File: src/design/sfp_pkg.sv
`timescale 1ns / 1ps
`default_nettype none
// ----------------------------------------------------------------------------
// sfp_pkg
// Shared widths, register indexes, reset values and the queue entry type of
// the stepper speed to step period converter.
// ----------------------------------------------------------------------------
package sfp_pkg;

  localparam int SPEED_IN_W   = 16;
  localparam int SPEED_W      = 15;
  localparam int FACTOR_W     = 20;
  localparam int PERIOD_OUT_W = 16;
  localparam int CFG_IDX_W    = 3;
  localparam int CFG_DATA_W   = 20;
  localparam int QUEUE_DEPTH  = 2;

  localparam int FRAC_BITS_DEF    = 8;
  localparam int PERIOD_WIDTH_DEF = 16;

  localparam logic [CFG_IDX_W-1:0] CFG_MIN_SPEED   = 3'd0;
  localparam logic [CFG_IDX_W-1:0] CFG_MAX_SPEED   = 3'd1;
  localparam logic [CFG_IDX_W-1:0] CFG_OFF_THRESH  = 3'd2;
  localparam logic [CFG_IDX_W-1:0] CFG_MODE_SWITCH = 3'd3;
  localparam logic [CFG_IDX_W-1:0] CFG_HALF_FACTOR = 3'd4;
  localparam logic [CFG_IDX_W-1:0] CFG_FULL_FACTOR = 3'd5;

  localparam logic [SPEED_W-1:0]      MIN_SPEED_RST   = 15'd1024;
  localparam logic [SPEED_W-1:0]      MAX_SPEED_RST   = 15'd6400;
  localparam logic [SPEED_W-1:0]      OFF_THRESH_RST  = 15'd3;
  localparam logic [SPEED_W-1:0]      MODE_SWITCH_RST = 15'd3200;
  localparam logic [FACTOR_W-1:0]     HALF_FACTOR_RST = 20'd150000;
  localparam logic [FACTOR_W-1:0]     FULL_FACTOR_RST = 20'd300000;
  localparam logic [PERIOD_OUT_W-1:0] HELD_PERIOD_RST = 16'd15000;

  typedef struct packed {
    logic                motor_on;
    logic                half_step;
    logic                forward;
    logic [FACTOR_W-1:0] factor;
    logic [SPEED_W-1:0]  mag;
  } op_t;

endpackage : sfp_pkg
`default_nettype wire

File: src/design/sfp_front.sv
`timescale 1ns / 1ps
`default_nettype none
// ----------------------------------------------------------------------------
// sfp_front
// Configuration registers and item classification: magnitude, clamp, off
// test, raise to minimum, step mode, direction and factor selection.
// ----------------------------------------------------------------------------
module sfp_front (
  input  wire                                  clk_i,
  input  wire                                  rst_ni,
  input  wire                                  cfg_valid_i,
  input  wire  [sfp_pkg::CFG_IDX_W-1:0]        cfg_index_i,
  input  wire  [sfp_pkg::CFG_DATA_W-1:0]       cfg_data_i,
  input  wire  signed [sfp_pkg::SPEED_IN_W-1:0] speed_i,
  output sfp_pkg::op_t                         op_o
);
  import sfp_pkg::*;

  logic [SPEED_W-1:0]  min_speed_q, max_speed_q, off_thresh_q, mode_switch_q;
  logic [FACTOR_W-1:0] half_factor_q, full_factor_q;

  logic [SPEED_IN_W-1:0] raw;
  logic [SPEED_IN_W-1:0] mag_full;
  logic [SPEED_W-1:0]    mag_clamp;
  logic [SPEED_W-1:0]    mag_raised;
  logic                  half_step;

  always_ff @(posedge clk_i or negedge rst_ni) begin
    if (!rst_ni) begin
      min_speed_q   <= MIN_SPEED_RST;
      max_speed_q   <= MAX_SPEED_RST;
      off_thresh_q  <= OFF_THRESH_RST;
      mode_switch_q <= MODE_SWITCH_RST;
      half_factor_q <= HALF_FACTOR_RST;
      full_factor_q <= FULL_FACTOR_RST;
    end else if (cfg_valid_i) begin
      unique case (cfg_index_i)
        CFG_MIN_SPEED:   min_speed_q   <= cfg_data_i[SPEED_W-1:0];
        CFG_MAX_SPEED:   max_speed_q   <= cfg_data_i[SPEED_W-1:0];
        CFG_OFF_THRESH:  off_thresh_q  <= cfg_data_i[SPEED_W-1:0];
        CFG_MODE_SWITCH: mode_switch_q <= cfg_data_i[SPEED_W-1:0];
        CFG_HALF_FACTOR: half_factor_q <= cfg_data_i[FACTOR_W-1:0];
        CFG_FULL_FACTOR: full_factor_q <= cfg_data_i[FACTOR_W-1:0];
        default: begin
        end
      endcase
    end
  end

  always_comb begin
    raw      = speed_i;
    mag_full = raw[SPEED_IN_W-1] ? (~raw + 1'b1) : raw;
    if (mag_full > {1'b0, max_speed_q}) begin
      mag_clamp = max_speed_q;
    end else begin
      mag_clamp = mag_full[SPEED_W-1:0];
    end
    mag_raised = (mag_clamp < min_speed_q) ? min_speed_q : mag_clamp;
    half_step  = mag_raised < mode_switch_q;

    op_o.motor_on  = mag_clamp >= off_thresh_q;
    op_o.half_step = half_step;
    op_o.forward   = !raw[SPEED_IN_W-1] && (raw != '0);
    op_o.factor    = half_step ? half_factor_q : full_factor_q;
    op_o.mag       = mag_raised;
  end

endmodule : sfp_front
`default_nettype wire

File: src/design/sfp_queue.sv
`timescale 1ns / 1ps
`default_nettype none
// ----------------------------------------------------------------------------
// sfp_queue
// Short FIFO of classified items between the front and the divider back end.
// ----------------------------------------------------------------------------
module sfp_queue (
  input  wire           clk_i,
  input  wire           rst_ni,
  input  wire           push_i,
  input  sfp_pkg::op_t  push_data_i,
  output logic          full_o,
  input  wire           pop_i,
  output sfp_pkg::op_t  pop_data_o,
  output logic          empty_o
);
  import sfp_pkg::*;

  localparam int PTR_W = $clog2(QUEUE_DEPTH);
  localparam int CNT_W = $clog2(QUEUE_DEPTH + 1);

  op_t              mem_q [QUEUE_DEPTH];
  logic [PTR_W-1:0] wr_ptr_q, rd_ptr_q;
  logic [CNT_W-1:0] count_q;
  logic             do_push, do_pop;

  assign full_o     = count_q == CNT_W'(QUEUE_DEPTH);
  assign empty_o    = count_q == '0;
  assign do_push    = push_i && !full_o;
  assign do_pop     = pop_i && !empty_o;
  assign pop_data_o = mem_q[rd_ptr_q];

  always_ff @(posedge clk_i) begin
    if (do_push) begin
      mem_q[wr_ptr_q] <= push_data_i;
    end
  end

  always_ff @(posedge clk_i or negedge rst_ni) begin
    if (!rst_ni) begin
      wr_ptr_q <= '0;
      rd_ptr_q <= '0;
      count_q  <= '0;
    end else begin
      if (do_push) begin
        wr_ptr_q <= (wr_ptr_q == PTR_W'(QUEUE_DEPTH - 1)) ? '0 : wr_ptr_q + 1'b1;
      end
      if (do_pop) begin
        rd_ptr_q <= (rd_ptr_q == PTR_W'(QUEUE_DEPTH - 1)) ? '0 : rd_ptr_q + 1'b1;
      end
      if (do_push && !do_pop) begin
        count_q <= count_q + 1'b1;
      end else if (do_pop && !do_push) begin
        count_q <= count_q - 1'b1;
      end
    end
  end

endmodule : sfp_queue
`default_nettype wire

File: src/design/sfp_back.sv
`timescale 1ns / 1ps
`default_nettype none
// ----------------------------------------------------------------------------
// sfp_back
// Bit-serial restoring divider for the step period, held drive state and the
// output register.
// ----------------------------------------------------------------------------
module sfp_back #(
  parameter int FRAC_BITS    = sfp_pkg::FRAC_BITS_DEF,
  parameter int PERIOD_WIDTH = sfp_pkg::PERIOD_WIDTH_DEF
) (
  input  wire                               clk_i,
  input  wire                               rst_ni,
  input  wire                               empty_i,
  input  sfp_pkg::op_t                      op_i,
  output logic                              pop_o,
  output logic                              out_valid_o,
  input  wire                               out_stall_i,
  output logic                              motor_on_o,
  output logic                              half_step_mode_o,
  output logic                              direction_forward_o,
  output logic [sfp_pkg::PERIOD_OUT_W-1:0]  step_period_o,
  output logic                              period_updated_o
);
  import sfp_pkg::*;

  localparam int NUM_W = FACTOR_W + FRAC_BITS;
  localparam int CNT_W = $clog2(NUM_W);

  typedef enum logic [1:0] {S_IDLE, S_DIV, S_PUSH} state_e;

  state_e                  state_q;
  op_t                     op_q;
  logic [NUM_W-1:0]        num_q;
  logic [SPEED_W-1:0]      rem_q;
  logic [CNT_W-1:0]        cnt_q;
  logic                    held_half_q, held_dir_q;
  logic [PERIOD_OUT_W-1:0] held_period_q;

  logic [SPEED_W:0]        rem_shift, rem_sub;
  logic                    ge, last, overflow, out_free, out_load;
  logic [SPEED_W-1:0]      rem_next;
  logic [NUM_W-1:0]        num_next;
  logic [PERIOD_OUT_W-1:0] period;

  always_comb begin
    rem_shift = {rem_q, num_q[NUM_W-1]};
    ge        = rem_shift >= {1'b0, op_q.mag};
    rem_sub   = rem_shift - {1'b0, op_q.mag};
    rem_next  = ge ? rem_sub[SPEED_W-1:0] : rem_shift[SPEED_W-1:0];
    num_next  = {num_q[NUM_W-2:0], ge};
    last      = cnt_q == CNT_W'(NUM_W - 1);
    overflow  = ((num_next >> PERIOD_WIDTH) != '0) || (op_q.mag == '0);
    period    = overflow ? '1 : num_next[PERIOD_OUT_W-1:0];
    out_free  = !out_valid_o || !out_stall_i;
    out_load  = (state_q == S_PUSH) && out_free;
    pop_o     = (state_q == S_IDLE) && !empty_i;
  end

  always_ff @(posedge clk_i or negedge rst_ni) begin
    if (!rst_ni) begin
      state_q             <= S_IDLE;
      op_q                <= '0;
      num_q               <= '0;
      rem_q               <= '0;
      cnt_q               <= '0;
      held_half_q         <= 1'b0;
      held_dir_q          <= 1'b0;
      held_period_q       <= HELD_PERIOD_RST;
      out_valid_o         <= 1'b0;
      motor_on_o          <= 1'b0;
      half_step_mode_o    <= 1'b0;
      direction_forward_o <= 1'b0;
      step_period_o       <= '0;
      period_updated_o    <= 1'b0;
    end else begin
      if (out_load) begin
        out_valid_o <= 1'b1;
      end else if (out_valid_o && !out_stall_i) begin
        out_valid_o <= 1'b0;
      end
      unique case (state_q)
        S_IDLE: begin
          if (!empty_i) begin
            op_q  <= op_i;
            num_q <= {op_i.factor, FRAC_BITS'(0)};
            rem_q <= '0;
            cnt_q <= '0;
            state_q <= op_i.motor_on ? S_DIV : S_PUSH;
          end
        end
        S_DIV: begin
          num_q <= num_next;
          rem_q <= rem_next;
          cnt_q <= cnt_q + 1'b1;
          if (last) begin
            held_half_q   <= op_q.half_step;
            held_dir_q    <= op_q.forward;
            held_period_q <= period;
            state_q       <= S_PUSH;
          end
        end
        S_PUSH: begin
          if (out_free) begin
            motor_on_o          <= op_q.motor_on;
            half_step_mode_o    <= held_half_q;
            direction_forward_o <= held_dir_q;
            step_period_o       <= held_period_q;
            period_updated_o    <= op_q.motor_on;
            state_q             <= S_IDLE;
          end
        end
        default: state_q <= S_IDLE;
      endcase
    end
  end

endmodule : sfp_back
`default_nettype wire

File: src/design/stepper_speed_to_step_period.sv
`timescale 1ns / 1ps
`default_nettype none
// A running item passes through the queue, the serial divider (one quotient bit per
// cycle) and the output register, which holds its result while stalled. The back end
// takes a new item only once the last one is in the output register; a motor-off item
// skips the divider. A two-item queue decouples input.
// Reset: registers return to their defaults, held mode and direction clear, held
// period 15000, queue and output register empty.
// ----------------------------------------------------------------------------
// stepper_speed_to_step_period
// Converts a signed track speed into motor enable, step mode, direction and
// a saturated timer reload period.
// ----------------------------------------------------------------------------
module stepper_speed_to_step_period #(
  parameter int FRAC_BITS    = sfp_pkg::FRAC_BITS_DEF,
  parameter int PERIOD_WIDTH = sfp_pkg::PERIOD_WIDTH_DEF
) (
  input  wire                                   clk_i,
  input  wire                                   rst_ni,
  input  wire                                   cfg_valid_i,
  output logic                                  cfg_ready_o,
  input  wire  [sfp_pkg::CFG_IDX_W-1:0]         cfg_index_i,
  input  wire  [sfp_pkg::CFG_DATA_W-1:0]        cfg_data_i,
  input  wire                                   in_valid_i,
  output logic                                  in_stall_o,
  input  wire  signed [sfp_pkg::SPEED_IN_W-1:0] speed_i,
  output logic                                  out_valid_o,
  input  wire                                   out_stall_i,
  output logic                                  motor_on_o,
  output logic                                  half_step_mode_o,
  output logic                                  direction_forward_o,
  output logic [sfp_pkg::PERIOD_OUT_W-1:0]      step_period_o,
  output logic                                  period_updated_o
);
  import sfp_pkg::*;

  op_t  front_op, back_op;
  logic q_full, q_empty, q_pop;

  assign cfg_ready_o = 1'b1;
  assign in_stall_o  = q_full;

  sfp_front u_front (
    .clk_i       (clk_i),
    .rst_ni      (rst_ni),
    .cfg_valid_i (cfg_valid_i),
    .cfg_index_i (cfg_index_i),
    .cfg_data_i  (cfg_data_i),
    .speed_i     (speed_i),
    .op_o        (front_op)
  );

  sfp_queue u_queue (
    .clk_i       (clk_i),
    .rst_ni      (rst_ni),
    .push_i      (in_valid_i),
    .push_data_i (front_op),
    .full_o      (q_full),
    .pop_i       (q_pop),
    .pop_data_o  (back_op),
    .empty_o     (q_empty)
  );

  sfp_back #(
    .FRAC_BITS    (FRAC_BITS),
    .PERIOD_WIDTH (PERIOD_WIDTH)
  ) u_back (
    .clk_i               (clk_i),
    .rst_ni              (rst_ni),
    .empty_i             (q_empty),
    .op_i                (back_op),
    .pop_o               (q_pop),
    .out_valid_o         (out_valid_o),
    .out_stall_i         (out_stall_i),
    .motor_on_o          (motor_on_o),
    .half_step_mode_o    (half_step_mode_o),
    .direction_forward_o (direction_forward_o),
    .step_period_o       (step_period_o),
    .period_updated_o    (period_updated_o)
  );

endmodule : stepper_speed_to_step_period
`default_nettype wire

File: config.mk
export PLATFORM = sky130hd
export DESIGN_NAME = stepper_speed_to_step_period
export DESIGN_NICKNAME = d
export VERILOG_FILES = /design/src/design/sfp_pkg.sv /design/src/design/sfp_front.sv /design/src/design/sfp_queue.sv /design/src/design/sfp_back.sv /design/src/design/stepper_speed_to_step_period.sv
export SDC_FILE = /design/constraint.sdc
export NUM_CORES = 1
export LEC_CHECK = 0
export BUFFER_PORTS_ARGS = -buffer_cell sky130_fd_sc_hd__buf_4
export CAP_MARGIN = 20
export CORE_MARGIN = 2
export CORE_UTILIZATION = 56
export DETAILED_ROUTE_END_ITERATION = 7
export PLACE_DENSITY = 0.75
export SYNTH_ARGS = -nofsm -noshare
export SYNTH_HDL_FRONTEND = slang
export SYNTH_HIERARCHICAL = 1
export SYNTH_SLANG_ARGS = --single-unit
export TNS_END_PERCENT = 1
File: constraint.sdc
create_clock -name clk_i -period 7.3 [get_ports clk_i]
set_input_delay 1.46 -clock clk_i [delete_from_list [all_inputs] [get_ports clk_i]]
set_output_delay 1.46 -clock clk_i [all_outputs]
set_load 0.01 [all_outputs]
==> results of run 1 <==
power by group:
group	internal (mW)	total [mW]	switching [mW]
combinational	1.42	2.96	1.54
clock	0.870	1.48	0.613
sequential	2.22	2.50	0.278
how the worst max path moves through the flow:
stage / from / to / slack, ns / cells past startpoint
2_1_floorplan: speed_i[7] / u_queue/mem_q[0][17]$_DFFE_PP_ / -0.97 / 28
6_report: speed_i[5] / u_queue/mem_q[0][17]$_DFFE_PP_ / -0.77 / 32
3_3_place_gp: speed_i[7] / u_queue/mem_q[0][17]$_DFFE_PP_ / -1.20 / 28
3_5_place_dp: speed_i[7] / u_queue/mem_q[0][17]$_DFFE_PP_ / -1.43 / 28
5_1_grt: speed_i[5] / u_queue/mem_q[0][17]$_DFFE_PP_ / -0.96 / 32
4_1_cts: speed_i[5] / u_queue/mem_q[0][17]$_DFFE_PP_ / -0.72 / 30
sequential cells by signal, summed over array words and instances, names as in the netlist, 15 cells and up:
register	count
u_back/held_period_q	16
u_front/max_speed_q	15
u_back/op_q	18
u_back/num_q	28
u_back/step_period_o	16
u_back/rem_q	15
u_queue/mem_q	76
u_front/off_thresh_q	15
u_front/min_speed_q	15
u_front/full_factor_q	20
u_front/mode_switch_q	15
u_front/half_factor_q	20
kinds of logic after synthesis:
kind of cell | after synthesis
adders and majority gates | 77
and+or+nand+nor | 266
other | 1
muxes | 167
DFF | 286
buffers and inverters | 149
xor gates and xnor gates | 28
AOI/OAI and AO/OA | 268
cell type report:
type,instances,area (sq um),share of cell area
sequential,286,7580,0.436
timing repair buffer,174,1420,0.0816
clock buffer,45,846,0.0487
multi-input combinational,807,6650,0.383
tap,335,419,0.0241
clock inverter,9,118,0.00677
inverter,89,334,0.0192
cells in the mapped netlist (3+ instances only):
master    count
a211oi_1      8
a21o_1       13
a21oi_1      50
a22o_1        8
a32oi_1       5
and3_1        4
buf_1         7
buf_2         5
buf_4         8
buf_6         5
clkbuf_1     29
dfrtp_1     178
dfstp_2      32
edfxtp_1     76
ha_1         76
inv_1        89
mux2_2      145
mux2_4       19
nand2_1     123
nand2b_1      6
nand3_1      27
nand4_1      12
nor2_1       18
nor2b_1       5
nor3_1        8
nor3b_1      21
nor4_1       10
nor4b_1       3
o211ai_1      5
o21ai_0     111
o21ai_1       7
o21bai_1      4
o22a_1       15
o311ai_1      4
o311ai_2      4
o31ai_1       5
o41ai_1       3
or2_2         3
or3_1         6
xnor2_1      21
xor2_1        7
worst reg2reg max path, stage by stage, from the launching register on:
cell and delay [ns]:
dfstp_2 0.52, inv_1 0.05, ha_1 0.30, nand4_1 0.14, buf_4 0.14, a21oi_1 0.04, a211oi_2 0.21, o211ai_1 0.19
a21oi_4 0.27, buf_12 0.16, mux2_4 0.32, ha_4 0.16, nor4_2 0.29, o21ai_2 0.12, a21o_1 0.20, nor3b_2 0.24
a22oi_4 0.16, buf_12 0.17, mux2_4 0.31, ha_4 0.22, a21oi_2 0.12, o21ai_1 0.09, a221o_1 0.38, or4b_4 0.54
o22ai_4 0.15, a21oi_4 0.09, buf_12 0.17, mux2_4 0.31
per-layer routing:
metal  up-vias  wire length [um]  GRT usage
met4         0               858     0.0775
met1      4843             14300      0.327
met2       232             14900      0.384
met5         -                 0          0
met3        49              1560     0.0315
li1       4787                 -          -
per-stage QoR:
step / instances / hold WS [ns] / area, sq um / worst slack (ns)
2_1_floorplan: 1242 / 0.460 / 14800 / -0.974
3_3_place_gp: 1683 / 0.486 / 16200 / -1.20
3_5_place_dp: 1683 / 0.492 / 16200 / -1.43
4_1_cts: 1742 / 0.506 / 17300 / -0.723
5_1_grt: 1745 / 0.510 / 17400 / -0.960
6_report: 1745 / 0.503 / 17400 / -0.775
timing repair:
item / CTS / global route
pin swaps: 16 / 7
resized for setup: 17 / 6
cloned: 1 / 0
endpoints found under the setup margin: 42 / 42
buffers inserted: 4 / 1
==> results by group, run 1 <==
Clock network
  – CTS buffer count: 29
  – Clk Latency, worst-skew pair: about 0.56 ns
  – Hold buffers post-CTS: 0
  – # H-tree levels: 1
  – CTS tree: yes
  – Clock-pin slew on the worst setup and hold paths: 0.06 ns
  – Clock sinks: 286
  – Clock buffer depth: 3
  – Root Driver: clkbuf_16

Synthesis
  – Synth Area in Simple Gates: 0.0935
  – Adder-Cell Fraction of Synth Area: 0.0667
  – Largest family of logic cells by synthesized area: multiplexers
  – #FFs+latches synth: 286
  – Cell variety after synth: 84
  – Leading area contributor after synthesis: dfrtp_1
  – Mapped Area: 14600 sq um
  – Post-synthesis xor/xnor area fraction: 0.0168
  – Syn avg cell area: 11.7 sq um
  – Sequential share of the synthesized area: 0.520
  – Synth Warn #: 6
  – Post-synthesis compound-gate area fraction: 0.121
  – Post-synth ARST share: 0.734
  – Ranking of synthesized cells by area: dfrtp_1, edfxtp_1, mux2_2
  – Proportion of synthesized area in mux cells: 0.134
  – Cells after synthesis: 1242
  – Syn Nets: approximately 1400
  – Synth Flop Type: dfrtp_1
  – EDFF count, synth: 76
  – Top-area cell type share of the netlist area: 0.306

Drt
  – TritonRoute pass-1 iters: 5
  – WL final: 31600 um
  – DRC violations left: 0
  – DRT antenna net count: 0
  – Avg WL per Cell: between 15 and 20 um
  – Via count: 9911
  – Vias per cell: 5.68
  – DR iter-0 viols: 665

Critical path
  – Depth of the worst register-to-register path: 27
  – Buf+Inv Stages, Crit Path: 6
  – CP Class: input pin to flip-flop
  – Crit path max fanout: 11
  – Family with the most delay on the worst path: compound AO/OA/AOI/OAI gates
  – CP max stage cell: or4b_4
  – Critical Path RT: 7.60 ns
  – RR Endpoint: u_queue/mem_q[0][17]$_DFFE_PP_
  – CP Launch Type: input pin
  – R2r setup slk: a little under 1 ns
  – Arr. time, crit path: 8.38 ns
  – Critical path capture point type: flip-flop
  – R2R Path Start: u_front/max_speed_q[12]$_DFFE_PN1P_
  – Critical path's largest stage delay: 0.54 ns

STA
  – Final setup fails: between 40 and 50
  – Slew @ Worst Pin: approximately 1 ns
  – Setup TNS after final layout: -30.89 ns
  – Period Utilization, post-route: 1.11
  – Fin worst setup slack: -0.775 ns
  – Final hold violations: 0
  – Slew Limit Fails: 0
  – Max frequency: 0.124 GHz
  – Worst Clk Skew: 0.00842 ns
  – Final min period: 8.07 ns
  – Relative slew slack: 0.320
  – RSZ-0062 raised after global routing: true

Worst hold path
  – Worst hold start: u_front/full_factor_q[19]$_DFFE_PN0P_
  – Hold path depth: 1
  – Hold Crit Class: flip-flop to flip-flop
  – Worst Hold End: u_front/full_factor_q[19]$_DFFE_PN0P_

Finish
  – Fill cells: 1880
  – Core Util, Final: 0.674
  – Most common cell after layout, fill and taps aside: dfrtp_1
  – Layout cells sized above 1: 0.345
  – Final net count: between 1500 and 2000
  – N_diodes: 0
  – Most frequent cells in the layout: dfrtp_1, buf_4, mux2_2, nand2_1, o21ai_0
  – Area growth from synthesis to layout: 19.2%

Floorplan
  – Die H: ~170 um
  – Initial Utilization: 0.565
  – Top Ports: 67
  – Die ar.: 27300 sq um
  – Core Rows: 59
  – Placeable core area: 25800 sq um
  – Die Wd: 165 um

Pwr
  – P_leak: between 7 and 8 nW
  – Peak VDD IR: around 0.23 mV
  – Total power: 6.94 mW
  – Pwr dens: 400 nW/um^2

Outcome
  – Failing checks: setup timing
  – Status: finished, violations left

Global routing
  – Initial antenna violation count: 1
  – First-pass GRT wire length: slightly above 50000 um
  – Pin count of the biggest net entering global routing: ~130
  – GRT Total Usage: 0.235
  – Vias in the first global route: 9930
  – Grt ovf: 0

Place
  – Final GP Congestion: between 0.8 and 0.9
  – Port bufs: 65
  – Hpwl dp: 21700 um

Run
  – MaxCap Viol Count: 0
Power figures use the tool's default switching activity.
==> run 2, diff against run 1 <==
BUFFER_PORTS_ARGS = default   (was -buffer_cell sky130_fd_sc_hd__buf_4)
CORE_UTILIZATION = 58   (was 56)
DONT_BUFFER_PORTS = 1   (was default)
PLACE_DENSITY = 0.74   (was 0.75)
RECOVER_POWER = 50   (was default)
==> run 2 against run 1 <==
The run ends with capacitance limit, slew limit, setup timing left. First-iteration DRC count increased by 21%. Critical path depth grew 3. Maximum frequency is 1.1% higher. Via count fell by 1.4%. Sequential power barely moved. Worst hold slack got worse by 0.0021 ns. Clock-buffer cell count is 4 lower. Clock power increased by 8%. Register-to-register slack lost 0.07 ns. Flip-flop and latch count is the same. Utilization grew 1.6 points. Clock skew up 0.014 ns.
==> results by group, run 2 (synthesized netlist as in run 1, its figures left out) <==
STA
  – Final min period: 7.98 ns
  – Relative slew slack: -0.255
  – Final hold violations: 0
  – Slew Limit Fails: 40
  – Period Utilization, post-route: 1.09
  – Fin worst setup slack: -0.684 ns
  – Slew @ Worst Pin: 1.88 ns
  – Final setup fails: 42
  – Max frequency: 0.125 GHz
  – RSZ-0062 raised after global routing: true
  – Worst Clk Skew: 0.0221 ns

Drt
  – DRC violations left: 0
  – WL final: 32200 um
  – DR iter-0 viols: 803
  – Via count: 9769
  – Vias per cell: 5.85
  – DRT antenna net count: 0
  – Avg WL per Cell: 19.3 um
  – TritonRoute pass-1 iters: 5

Clock network
  – Clk Latency, worst-skew pair: around 0.56 ns
  – Clock sinks: 286
  – CTS tree: yes
  – Root Driver: clkbuf_16
  – # H-tree levels: 1
  – CTS buffer count: 30
  – Clock buffer depth: 3
  – Clock-pin slew on the worst setup and hold paths: 0.06 ns

Floorplan
  – Die ar.: 26400 sq um
  – Core Rows: 57
  – Placeable core area: 24500 sq um
  – Die Wd: 162 um
  – Top Ports: 67
  – Die H: 162 um
  – Initial Utilization: 0.595

Critical path
  – CP max stage cell: or4b_4
  – CP Class: input pin to flip-flop
  – Depth of the worst register-to-register path: 28
  – Critical path's largest stage delay: approximately 0.54 ns
  – Critical Path RT: 7.61 ns
  – Arr. time, crit path: 8.29 ns
  – Most numerous cell on the critical path: buf_4
  – Critical path capture point type: flip-flop
  – CP Launch Type: input pin
  – Crit path max fanout: 6

Pwr
  – Clk pwr share: 0.226
  – Total power: just over 7 mW
  – Internal power: around 4.6 mW
  – P_leak: 7.24 nW
  – Peak VDD IR: 0.254 mV
  – Sw power: 2.44 mW
  – Pwr dens: 419 nW/um^2
  – Comb pwr share: 0.421
  – Sw Ratio: 0.345
  – Part of the power in registers: 0.354

Finish
  – Most frequent cells in the layout: dfrtp_1, mux2_2, nand2_1, o21ai_0, buf_4
  – Max reg flops: 76
  – Most common cell after layout, fill and taps aside: dfrtp_1
  – Area growth from synthesis to layout: 15.9%
  – Layout cells sized above 1: 0.308
  – Final net count: 1443
  – N_diodes: 0
  – Top reg by flops: u_queue/mem_q
  – Fill cells: 1747
  – Top flop regs: u_queue/mem_q (76), u_back/num_q (28)

Global routing
  – Pin count of the biggest net entering global routing: 211
  – Grt ovf: 0
  – First-pass GRT wire length: just over 50000 um
  – Vias in the first global route: 10071
  – Initial antenna violation count: 0
  – GRT Total Usage: 0.247

Place
  – Setup WS pre-CTS: -1.29 ns
  – Final GP Congestion: 0.899
  – Port bufs: 0
  – Hpwl dp: 21500 um

Worst hold path
  – Hold Crit Class: flip-flop to flip-flop
  – Hold path depth: 1

Outcome
  – Failing checks: capacitance limit, slew limit, setup timing
  – Status: finished, violations left

Run
  – MaxCap Viol Count: 1
-- run 2: cell count changes in the layout (fill, tap and decap cells not counted), sizes merged --
cell	change
buf	-70
clkinv	+4
clkinvlp	-1
bufinv	+2
inv	+1
-- run 2: power groups by stage --
stage	sequential (mW)	clock (mW)	combinational [mW]
floorplan	2.39	0	2.19
global placement	2.50	0	2.63
detailed placement	2.52	0	2.73
CTS	2.50	1.62	2.94
global route	2.55	1.68	3.26
finish	2.50	1.60	2.98
-- run 2: path summary, 6_finish.rpt --
kind                                                        from                                    end  slack, ns
max                                                  speed_i[10]         u_queue/mem_q[0][17]$_DFFE_PP_      -0.68
min                        u_front/full_factor_q[19]$_DFFE_PN0P_  u_front/full_factor_q[19]$_DFFE_PN0P_       0.50
max reg2reg                  u_front/max_speed_q[12]$_DFFE_PN1P_         u_queue/mem_q[0][17]$_DFFE_PP_       0.90
min reg2reg                u_front/full_factor_q[19]$_DFFE_PN0P_  u_front/full_factor_q[19]$_DFFE_PN0P_       0.50
max in group asynchronous                                 rst_ni   u_front/full_factor_q[5]$_DFFE_PN1P_       6.30
min in group asynchronous                                 rst_ni           u_back/rem_q[10]$_DFFE_PN0P_       0.62
-- run 2: per-layer routing --
metal  up-vias  track usage  part of all wire
met5         -            0                 0
met4         0       0.0704             0.025
met3        46       0.0540             0.057
met2       230        0.411              0.48
met1      4846        0.328              0.44
li1       4647            -                 -
-- run 2: area by class of cell --
cell class              instances  area (sq um)  area share
flip-flops and latches        286          7580       0.449
repair buffers                108           870      0.0515
inverters                      89           334      0.0198
clock inverters                15           191      0.0113
clock buffers                  41           863      0.0512
multi-input cells             807          6640       0.393
well taps                     324           405      0.0240
-- run 2: timing repair --
action / CTS / global route
pin swaps: 17 / 9
endpoints found under the setup margin: 42 / 42
hold endpoints to repair: 0 / 0
cloned: 2 / 0
resized for setup: 18 / 9
hold buffers: 0 / 0
setup buffers: 18 / 3
-- run 2: worst max-delay path: cells and delay by family --
family	cells	cell delay, ns
fa+ha+maj	2	0.49
mux	3	0.90
buf+inv	15	1.92
xor+xnor	1	0.09
simple gates	4	1.49
compound gates	10	1.94
-- run 2: per-stage QoR --
stage	utilization	cells	setup TNS (ns)	area [sq um]	hold slack (ns)
detailed placement	0.635	1591	-52.72	15500	0.487
finish	0.690	1670	-27.60	16900	0.501
CTS	0.690	1667	-22.92	16900	0.502
floorplan	-	1242	-39.13	14800	0.460
global route	0.690	1670	-37.12	16900	0.513
global placement	0.635	1591	-45.73	15500	0.485
